==> src/rtl/wfm_pkg.sv <==
`timescale 1ns / 1ps
`default_nettype none

package wfm_pkg;

  // Widths fixed by the item fields and the stored samples.
  localparam int COUNT_W     = 16;
  localparam int SCALE_W     = 8;
  localparam int SAMPLE_W    = COUNT_W + SCALE_W;
  localparam int TDATA_IN_W  = 8;
  localparam int TDATA_OUT_W = 24;

  localparam int RING_DEPTH_DEF = 8;

  localparam logic [COUNT_W-1:0] COUNT_MAX   = '1;
  localparam logic [SCALE_W-1:0] SCALE_RESET = 8'd25;

  // Item kinds carried in the action bit.
  localparam logic ACT_PULSE = 1'b0;
  localparam logic ACT_CLOSE = 1'b1;

  typedef struct packed {
    logic pulse;      // pulse item accepted
    logic close;      // window-close item accepted
    logic rd_issue;   // read the next ring entry
    logic div_start;  // start the divider on the trimmed sum
    logic out_load;   // load the output register
  } wfm_cmd_t;

  typedef struct packed {
    logic walk_last;  // the read issued now is the last ring entry
    logic div_done;   // the divider finishes at this edge
  } wfm_stat_t;

endpackage

`default_nettype wire

==> src/rtl/wfm_div.sv <==
`timescale 1ns / 1ps
`default_nettype none

module wfm_div #(
  parameter int DVD_W   = 27,
  parameter int DIVISOR = 6
) (
  input  wire logic             clk,
  input  wire logic             rst_n,
  input  wire logic             start,
  input  wire logic [DVD_W-1:0] dividend,
  output logic                  done,
  output logic      [DVD_W-1:0] quotient
);

  // Floor division by a constant through a reciprocal multiply. With
  // SHIFT = DVD_W + clog2(DIVISOR) and RECIP = ceil(2^SHIFT / DIVISOR), the
  // bits of dividend * RECIP above SHIFT give the exact floor quotient for
  // every DVD_W-bit dividend. The dividend is registered at start; done is high
  // in the cycle after start, and the product is registered at the end of it.
  localparam int MUL_W  = DVD_W + 1;
  localparam int PROD_W = DVD_W + MUL_W;
  localparam int SHIFT  = DVD_W + $clog2(DIVISOR);
  localparam longint unsigned RECIP_L =
    ((64'd1 << SHIFT) + 64'(DIVISOR) - 64'd1) / 64'(DIVISOR);
  localparam logic [MUL_W-1:0] RECIP = MUL_W'(RECIP_L);

  logic              mul_go_r;
  logic [DVD_W-1:0]  dvd_r;
  logic [PROD_W-1:0] prod_r;

  always_ff @(posedge clk) begin
    if (!rst_n) begin
      mul_go_r <= 1'b0;
    end else begin
      mul_go_r <= start;
    end
  end

  always_ff @(posedge clk) begin
    if (start) begin
      dvd_r <= dividend;
    end
    if (mul_go_r) begin
      prod_r <= PROD_W'(dvd_r) * PROD_W'(RECIP);
    end
  end

  assign done     = mul_go_r;
  assign quotient = DVD_W'(prod_r >> SHIFT);

endmodule

`default_nettype wire

==> src/rtl/wfm_ctrl.sv <==
`timescale 1ns / 1ps
`default_nettype none

module wfm_ctrl
  import wfm_pkg::*;
(
  input  wire logic      clk,
  input  wire logic      rst_n,
  input  wire logic      in_tvalid,
  input  wire logic      in_action,
  output logic           in_tready,
  output logic           out_tvalid,
  input  wire logic      out_tready,
  input  wire wfm_stat_t stat,
  output wfm_cmd_t       cmd
);

  localparam logic [2:0] S_IDLE   = 3'd0;
  localparam logic [2:0] S_READ   = 3'd1;
  localparam logic [2:0] S_DRAIN  = 3'd2;
  localparam logic [2:0] S_DSTART = 3'd3;
  localparam logic [2:0] S_DIV    = 3'd4;
  localparam logic [2:0] S_OUT    = 3'd5;

  logic [2:0] state_r, state_nxt;
  logic       out_valid_r, out_valid_nxt;
  logic       accept;

  assign in_tready = (state_r == S_IDLE);
  assign accept    = in_tvalid && in_tready;

  always_comb begin
    cmd           = '0;
    state_nxt     = state_r;
    cmd.pulse     = accept && (in_action == ACT_PULSE);
    cmd.close     = accept && (in_action == ACT_CLOSE);
    case (state_r)
      S_IDLE: begin
        if (cmd.close) begin
          state_nxt = S_READ;
        end
      end
      S_READ: begin
        cmd.rd_issue = 1'b1;
        if (stat.walk_last) begin
          state_nxt = S_DRAIN;
        end
      end
      S_DRAIN: begin
        state_nxt = S_DSTART;
      end
      S_DSTART: begin
        cmd.div_start = 1'b1;
        state_nxt     = S_DIV;
      end
      S_DIV: begin
        if (stat.div_done) begin
          state_nxt = S_OUT;
        end
      end
      S_OUT: begin
        if (!out_valid_r || out_tready) begin
          cmd.out_load = 1'b1;
          state_nxt    = S_IDLE;
        end
      end
      default: begin
        state_nxt = S_IDLE;
      end
    endcase
    if (cmd.out_load) begin
      out_valid_nxt = 1'b1;
    end else if (out_tready) begin
      out_valid_nxt = 1'b0;
    end else begin
      out_valid_nxt = out_valid_r;
    end
  end

  always_ff @(posedge clk) begin
    if (!rst_n) begin
      state_r     <= S_IDLE;
      out_valid_r <= 1'b0;
    end else begin
      state_r     <= state_nxt;
      out_valid_r <= out_valid_nxt;
    end
  end

  assign out_tvalid = out_valid_r;

endmodule

`default_nettype wire

==> src/rtl/wfm_dp.sv <==
`timescale 1ns / 1ps
`default_nettype none

module wfm_dp
  import wfm_pkg::*;
#(
  parameter int RING_DEPTH = RING_DEPTH_DEF
) (
  input  wire logic                clk,
  input  wire logic                rst_n,
  input  wire wfm_cmd_t            cmd,
  output wfm_stat_t                stat,
  input  wire logic                in_channel,
  input  wire logic                cfg_wr_en,
  input  wire logic [SCALE_W-1:0]  cfg_wr_data,
  output logic                     out_channel,
  output logic      [SAMPLE_W-1:0] out_avg
);

  localparam int IDX_W   = $clog2(RING_DEPTH);
  localparam int ENTRIES = 2 * RING_DEPTH;
  localparam int ADDR_W  = $clog2(ENTRIES);
  localparam int SUM_W   = SAMPLE_W + $clog2(RING_DEPTH);

  logic [SCALE_W-1:0]  scale_r;
  logic [COUNT_W-1:0]  pcount_r [2];
  logic [IDX_W-1:0]    ring_idx_r [2];
  logic [ENTRIES-1:0]  valid_r;
  logic                ch_r;
  logic [IDX_W-1:0]    walk_idx_r;
  logic                rd_pend_r;
  logic [SAMPLE_W-1:0] ring_mem [ENTRIES];
  logic [SAMPLE_W-1:0] rdata_r;
  logic                rvalid_r;
  logic [SUM_W-1:0]    sum_r;
  logic [SAMPLE_W-1:0] max_r, min_r;
  logic [SAMPLE_W-1:0] out_avg_r;
  logic                out_ch_r;

  logic [SAMPLE_W-1:0] product;
  logic [IDX_W-1:0]    wr_idx, wr_idx_nxt;
  logic [ADDR_W-1:0]   wr_addr, rd_addr;
  logic [SAMPLE_W-1:0] rd_val;
  logic [SUM_W-1:0]    trimmed;
  logic                div_done;
  logic [SUM_W-1:0]    quotient;

  // Entries never written since reset read as zero through their valid bit.
  assign wr_idx     = ring_idx_r[in_channel];
  assign wr_idx_nxt = (wr_idx == IDX_W'(RING_DEPTH - 1)) ? '0 : wr_idx + IDX_W'(1);
  assign wr_addr    = in_channel ? ADDR_W'(RING_DEPTH) + ADDR_W'(wr_idx) : ADDR_W'(wr_idx);
  assign rd_addr    = ch_r ? ADDR_W'(RING_DEPTH) + ADDR_W'(walk_idx_r) : ADDR_W'(walk_idx_r);
  assign product    = SAMPLE_W'(pcount_r[in_channel]) * SAMPLE_W'(scale_r);
  assign rd_val     = rvalid_r ? rdata_r : '0;
  assign trimmed    = sum_r - SUM_W'(max_r) - SUM_W'(min_r);

  assign stat.walk_last = (walk_idx_r == IDX_W'(RING_DEPTH - 1));
  assign stat.div_done  = div_done;

  always_ff @(posedge clk) begin
    if (!rst_n) begin
      scale_r       <= SCALE_RESET;
      pcount_r[0]   <= '0;
      pcount_r[1]   <= '0;
      ring_idx_r[0] <= '0;
      ring_idx_r[1] <= '0;
      valid_r       <= '0;
      rd_pend_r     <= 1'b0;
    end else begin
      rd_pend_r <= cmd.rd_issue;
      if (cfg_wr_en) begin
        scale_r <= cfg_wr_data;
      end
      if (cmd.pulse && (pcount_r[in_channel] != COUNT_MAX)) begin
        pcount_r[in_channel] <= pcount_r[in_channel] + COUNT_W'(1);
      end
      if (cmd.close) begin
        pcount_r[in_channel]   <= '0;
        ring_idx_r[in_channel] <= wr_idx_nxt;
        valid_r[wr_addr]       <= 1'b1;
      end
    end
  end

  always_ff @(posedge clk) begin
    if (cmd.close) begin
      ring_mem[wr_addr] <= product;
    end
    rdata_r  <= ring_mem[rd_addr];
    rvalid_r <= valid_r[rd_addr];
  end

  // Walk and accumulate sum, maximum and minimum.
  always_ff @(posedge clk) begin
    if (cmd.close) begin
      ch_r       <= in_channel;
      walk_idx_r <= '0;
      sum_r      <= '0;
      max_r      <= '0;
      min_r      <= '1;
    end else begin
      if (cmd.rd_issue) begin
        walk_idx_r <= walk_idx_r + IDX_W'(1);
      end
      if (rd_pend_r) begin
        sum_r <= sum_r + SUM_W'(rd_val);
        if (rd_val > max_r) begin
          max_r <= rd_val;
        end
        if (rd_val < min_r) begin
          min_r <= rd_val;
        end
      end
    end
    if (cmd.out_load) begin
      out_avg_r <= quotient[SAMPLE_W-1:0];
      out_ch_r  <= ch_r;
    end
  end

  wfm_div #(
    .DVD_W   (SUM_W),
    .DIVISOR (RING_DEPTH - 2)
  ) u_div (
    .clk      (clk),
    .rst_n    (rst_n),
    .start    (cmd.div_start),
    .dividend (trimmed),
    .done     (div_done),
    .quotient (quotient)
  );

  assign out_channel = out_ch_r;
  assign out_avg     = out_avg_r;

endmodule

`default_nettype wire

==> src/rtl/windowed_freq_trimmed_mean.sv <==
`timescale 1ns / 1ps
`default_nettype none

// Two-channel pulse-frequency meter with a trimmed-mean report.
// Input channel (in_*): each item is a pulse seen on a channel or the close of
// that channel's measurement window. A pulse raises the channel's count, which
// saturates at 65535; the block stays ready after a pulse.
// A window close stores count times count_scale in the channel's ring, clears
// the count, then walks the ring one entry per cycle through the sample memory
// port and divides sum minus max minus min by RING_DEPTH-2 with a registered
// multiply by the divisor's reciprocal.
// After the close is accepted, the block reads the ring, drains the last read,
// starts and completes the division and loads the output register, and
// in_tready stays low until the result sits in the output register.
// If the receiver stalls, the result waits in the output register; pulse items
// keep being accepted, and a later close finishes its walk and division but
// then waits until the previous result has been taken.
// Reset (rst_n low, synchronous) clears the counts, ring positions and ring
// valid bits, so early reports include zeros, and sets count_scale to 25.
// cfg_wr_en writes count_scale; do it only while no window close is pending.
module windowed_freq_trimmed_mean
  import wfm_pkg::*;
#(
  parameter int RING_DEPTH = RING_DEPTH_DEF
) (
  input  wire logic                   clk,
  input  wire logic                   rst_n,
  input  wire logic                   in_tvalid,
  output logic                        in_tready,
  input  wire logic [TDATA_IN_W-1:0]  in_tdata,    // [0] action, [7:1] zero
  input  wire logic [0:0]             in_tuser,    // [0] channel
  output logic                        out_tvalid,
  input  wire logic                   out_tready,
  output logic      [TDATA_OUT_W-1:0] out_tdata,   // [23:0] average_freq
  output logic      [0:0]             out_tuser,   // [0] result_channel
  input  wire logic                   cfg_wr_en,
  input  wire logic [SCALE_W-1:0]     cfg_wr_data  // count_scale
);

  wfm_cmd_t  cmd;
  wfm_stat_t stat;

  // The controller sequences accept, ring walk, division and output load.
  wfm_ctrl u_ctrl (
    .clk        (clk),
    .rst_n      (rst_n),
    .in_tvalid  (in_tvalid),
    .in_action  (in_tdata[0]),
    .in_tready  (in_tready),
    .out_tvalid (out_tvalid),
    .out_tready (out_tready),
    .stat       (stat),
    .cmd        (cmd)
  );

  // The datapath holds counts, rings, accumulators, divider and result.
  wfm_dp #(
    .RING_DEPTH (RING_DEPTH)
  ) u_dp (
    .clk         (clk),
    .rst_n       (rst_n),
    .cmd         (cmd),
    .stat        (stat),
    .in_channel  (in_tuser[0]),
    .cfg_wr_en   (cfg_wr_en),
    .cfg_wr_data (cfg_wr_data),
    .out_channel (out_tuser[0]),
    .out_avg     (out_tdata)
  );

endmodule

`default_nettype wire
==> config.mk <==
export PLATFORM = sky130hd
export DESIGN_NAME = windowed_freq_trimmed_mean
export DESIGN_NICKNAME = d
export VERILOG_FILES = /design/src/rtl/wfm_pkg.sv /design/src/rtl/wfm_div.sv /design/src/rtl/wfm_ctrl.sv /design/src/rtl/wfm_dp.sv /design/src/rtl/windowed_freq_trimmed_mean.sv
export SDC_FILE = /design/constraint.sdc
export NUM_CORES = 2
export LEC_CHECK = 0
export ABC_CLOCK_PERIOD_IN_PS = 6050
export BUFFER_PORTS_ARGS = -buffer_cell sky130_fd_sc_hd__buf_4
export CAP_MARGIN = 25
export CELL_PAD_IN_SITES_DETAIL_PLACEMENT = 0
export CELL_PAD_IN_SITES_GLOBAL_PLACEMENT = 1
export CORE_ASPECT_RATIO = 0.75
export CORE_UTILIZATION = 30
export DETAILED_ROUTE_END_ITERATION = 10
export MAX_ROUTING_LAYER = met4
export PLACE_DENSITY = 0.51
export SYNTH_ARGS = -nofsm -noshare
export SYNTH_HDL_FRONTEND = slang
export SYNTH_HIERARCHICAL = 1
export SYNTH_SLANG_ARGS = --single-unit
==> constraint.sdc <==
create_clock -name clk -period 6.05 [get_ports clk]
set_input_delay 0.605 -clock clk [delete_from_list [all_inputs] [get_ports clk]]
set_output_delay 0.605 -clock clk [all_outputs]
set_load 0.01 [all_outputs]
==> flow_metrics.py <==
metrics = {
    "outcome": {
        "status": "finished, violations left",
        "violations": "negative setup slack",
    },
    "detailed_routing": {
        "remaining_drc_errors": 0,
        "wl_per_cell_um": 20.6,
        "via_per_inst": 4.67,
        "totalWireLength_mm": 113,
        "dr_total_vias": 25664,
        "ant_nets": 0,
        "drt_iter0_markers": 1799,
        "first_pass_iters": 5,
    },
    "min_path": {
        "hold_path_end": "u_dp/scale_r[0]$_SDFFE_PN1P_",
        "hold_depth": 3,
        "hp-start": "cfg_wr_data[0]",
        "min_path_type": "input port to register",
    },
    "grt": {
        "grt_max_degree": 77,
        "grt_pass1_wl_mm": 171,
        "grt_pass1_vias": 26007,
        "grt_overflow": 0,
        "antenna_found_initial": 3,
        "grt_use_total": 0.171,
    },
    "cts": {
        "clock_latency_ns": 0.70,
        "clock-root-buffer": "clkbuf_16",
        "numCtsBuffers": 72,
        "cts_tree": "built",
        "clkSinkCount": 632,
        "htree_levels": 3,
        "clkTransAtPathRegs_ns": 0.06,
        "cts_buffer_depth": 3,
    },
    "final_layout": {
        "drive_gt1_frac": 0.218,
        "area_growth_pct": 19.7,
        "final_nets": 4330,
        "nFillCells": 13315,
    },
    "placement": {
        "dpl.hpwl_mm": 84.5,
        "port_buffers": 41,
        "place.gp.congestion": 0.859,
    },
    "setup_path": {
        "crit_required_ns": 6.45,
        "r2r_start": "u_dp/u_div/dvd_r[3]$_DFFE_PP_",
        "cp-end-kind": "register",
        "worstPathArrival_ns": 6.85,
        "r2r_end": "u_dp/u_div/prod_r[52]$_DFFE_PP_",
        "regToRegSetupSlack_ns": -0.40,
        "ff2ff_path_depth": 23,
        "worstSetupPathType": "register to register",
        "cp-start-kind": "register",
        "cp_max_fo": 5,
    },
    "pwr": {
        "powerDensity_mw_per_mm2": 301,
        "peakVddDrop_v": 0.000236,
        "power_w": 0.0149,
        "power_leakage_nw": 21.0,
    },
    "floorplanning": {
        "dieArea_mm2": 0.139,
        "ios": 49,
        "start_util": 0.303,
        "die_w_um": 430,
        "rows": 117,
        "die_y_um": 323,
        "core_mm2": 0.136,
    },
    "sta": {
        "drv_slew": 0,
        "fin_ws_ns": -0.396,
        "clock_skew_ns": 0.0576,
        "rsz0062_at_grt": "yes",
        "clock.fmax_mhz": 155,
        "slew_headroom": 0.283,
        "worst_pin_slew_ns": 1.08,
        "layout_min_cycle_time_ns": 6.45,
        "setup_viol": 22,
        "hold_viol": 0,
        "fin_hold_ws_ns": 0.140,
        "finalCritPeriodShare": 1.07,
    },
    "yosys": {
        "synth_cells": 3297,
        "syn_area_mm2": 0.0412,
        "avgSynthCellArea_um2": 12.5,
        "ys.warnings.count": 6,
        "synth_fp_nets": 3978,
    },
    "flow_run": {
        "max-cap-violations": 0,
    },
}
-- cells in the final DEF, fill, tap and decap left out, types with 16 or more instances in the layout --
| cell | n |
|---|---|
| o21ai_0 | 57 |
| clkbuf_16 | 72 |
| nor3_1 | 41 |
| fa_2 | 17 |
| ha_1 | 334 |
| fa_1 | 284 |
| and3_1 | 17 |
| mux4_2 | 125 |
| o21a_1 | 28 |
| nand4_1 | 21 |
| edfxtp_1 | 499 |
| a21o_1 | 74 |
| buf_4 | 341 |
| and2_1 | 23 |
| a2111o_1 | 24 |
| mux2i_1 | 63 |
| dfxtp_1 | 128 |
| buf_6 | 17 |
| nand2_1 | 130 |
| nand3_1 | 41 |
| inv_1 | 508 |
| xor2_1 | 38 |
| inv_2 | 26 |
| xnor2_1 | 55 |
| a21oi_1 | 107 |
| nor2b_1 | 115 |
| nor2_1 | 155 |
| clkbuf_1 | 16 |
| nand2b_1 | 30 |
| ha_4 | 23 |
-- registers in the layout, summed over array words and instances (netlist names), 3 cells and up --
signal and count:
u_dp/rdata_r 24, u_dp/valid_r 16, u_dp/min_r 24, u_dp/u_div/dvd_r 27
u_dp/scale_r 8, u_dp/sum_r 27, u_dp/u_div/prod_r 24, u_dp/out_avg 24
u_dp/max_r 24, u_dp/ring_mem 384, u_dp/ring_idx_r 6, u_ctrl/state_r 3
u_dp/walk_idx_r 3, u_dp/pcount_r 32
-- metrics by stage --
step           instances  instance area (um^2)   util  setup TNS [ns]  setup WS, ns
3_5_place_dp        5330                 45900  0.338          -18.23        -0.635
2_1_floorplan       3297                 41400      -         -0.0201       -0.0120
3_3_place_gp        5321                 45800  0.337          -19.19        -0.634
6_report            5493                 49300  0.363           -5.31        -0.396
5_1_grt             5493                 49300  0.363           -8.74        -0.564
4_1_cts             5484                 49000  0.361           -3.79        -0.360
-- repair_timing --
| action | in CTS | in global routing |
|---|---|---|
| gates cloned | 0 | 0 |
| setup endpoints to repair | 23 | 56 |
| hold buffers | 0 | 0 |
| pin swaps | 95 | 56 |
| resized for setup | 125 | 42 |
| buffers inserted | 25 | 5 |
-- power by group --
| group | internal, W | switching, W | total [W] |
|---|---|---|---|
| clock | 0.00254 | 0.00194 | 0.00448 |
| sequential | 0.00563 | 0.000236 | 0.00587 |
| combinational | 0.00200 | 0.00250 | 0.00450 |
-- how the worst max path moves through the flow --
stage	slack (ns)	from	end
finish	-0.40	u_dp/u_div/dvd_r[3]$_DFFE_PP_	u_dp/u_div/prod_r[52]$_DFFE_PP_
global route	-0.56	u_dp/u_div/dvd_r[3]$_DFFE_PP_	u_dp/u_div/prod_r[51]$_DFFE_PP_
CTS	-0.36	u_dp/u_div/dvd_r[12]$_DFFE_PP_	u_dp/u_div/prod_r[52]$_DFFE_PP_
detailed placement	-0.64	u_dp/u_div/dvd_r[3]$_DFFE_PP_	u_dp/u_div/prod_r[53]$_DFFE_PP_
global placement	-0.63	u_dp/u_div/dvd_r[3]$_DFFE_PP_	u_dp/u_div/prod_r[53]$_DFFE_PP_
floorplan	-0.01	u_dp/u_div/dvd_r[5]$_DFFE_PP_	u_dp/u_div/prod_r[51]$_DFFE_PP_
-- routing by layer --
metal | part of all wire | vias to the layer above | global-route usage
met5 | 0 | - | -
met4 | 0.015 | 0 | 0.0323
met3 | 0.059 | 94 | 0.0410
met2 | 0.37 | 416 | 0.203
met1 | 0.56 | 12951 | 0.279
li1 | - | 12203 | -
-- layout make-up --
type / instances / area, um^2 / share of cell area
Timing Repair Buffer: 376 / 3090 / 0.0626
Clock inverter: 37 / 449 / 0.00911
Sequential cell: 632 / 17700 / 0.358
Tap cell: 1785 / 2230 / 0.0453
Clock buffer: 95 / 1960 / 0.0397
Antenna cell: 1 / 2.50 / 0.0000507
Inverter: 538 / 2030 / 0.0411
Multi-Input combinational cell: 2029 / 21900 / 0.444
-- worst max-delay path, stage by stage, from the launching register on --
cell and delay, ns:
edfxtp_1 0.43, ha_4 0.31, inv_4 0.04, fa_2 0.51, fa_2 0.65, fa_2 0.51
buf_6 0.14, fa_1 0.47, inv_1 0.05, fa_1 0.50, inv_2 0.05, fa_1 0.52
inv_2 0.05, ha_4 0.27, nand3_4 0.07, nor3_4 0.20, buf_6 0.12, nand4_1 0.16
nor4_1 0.21, a21oi_1 0.12, buf_4 0.19, a31oi_4 0.27, a21o_1 0.19, a311oi_2 0.09
No activity file was read; power rests on OpenSTA's default activity.
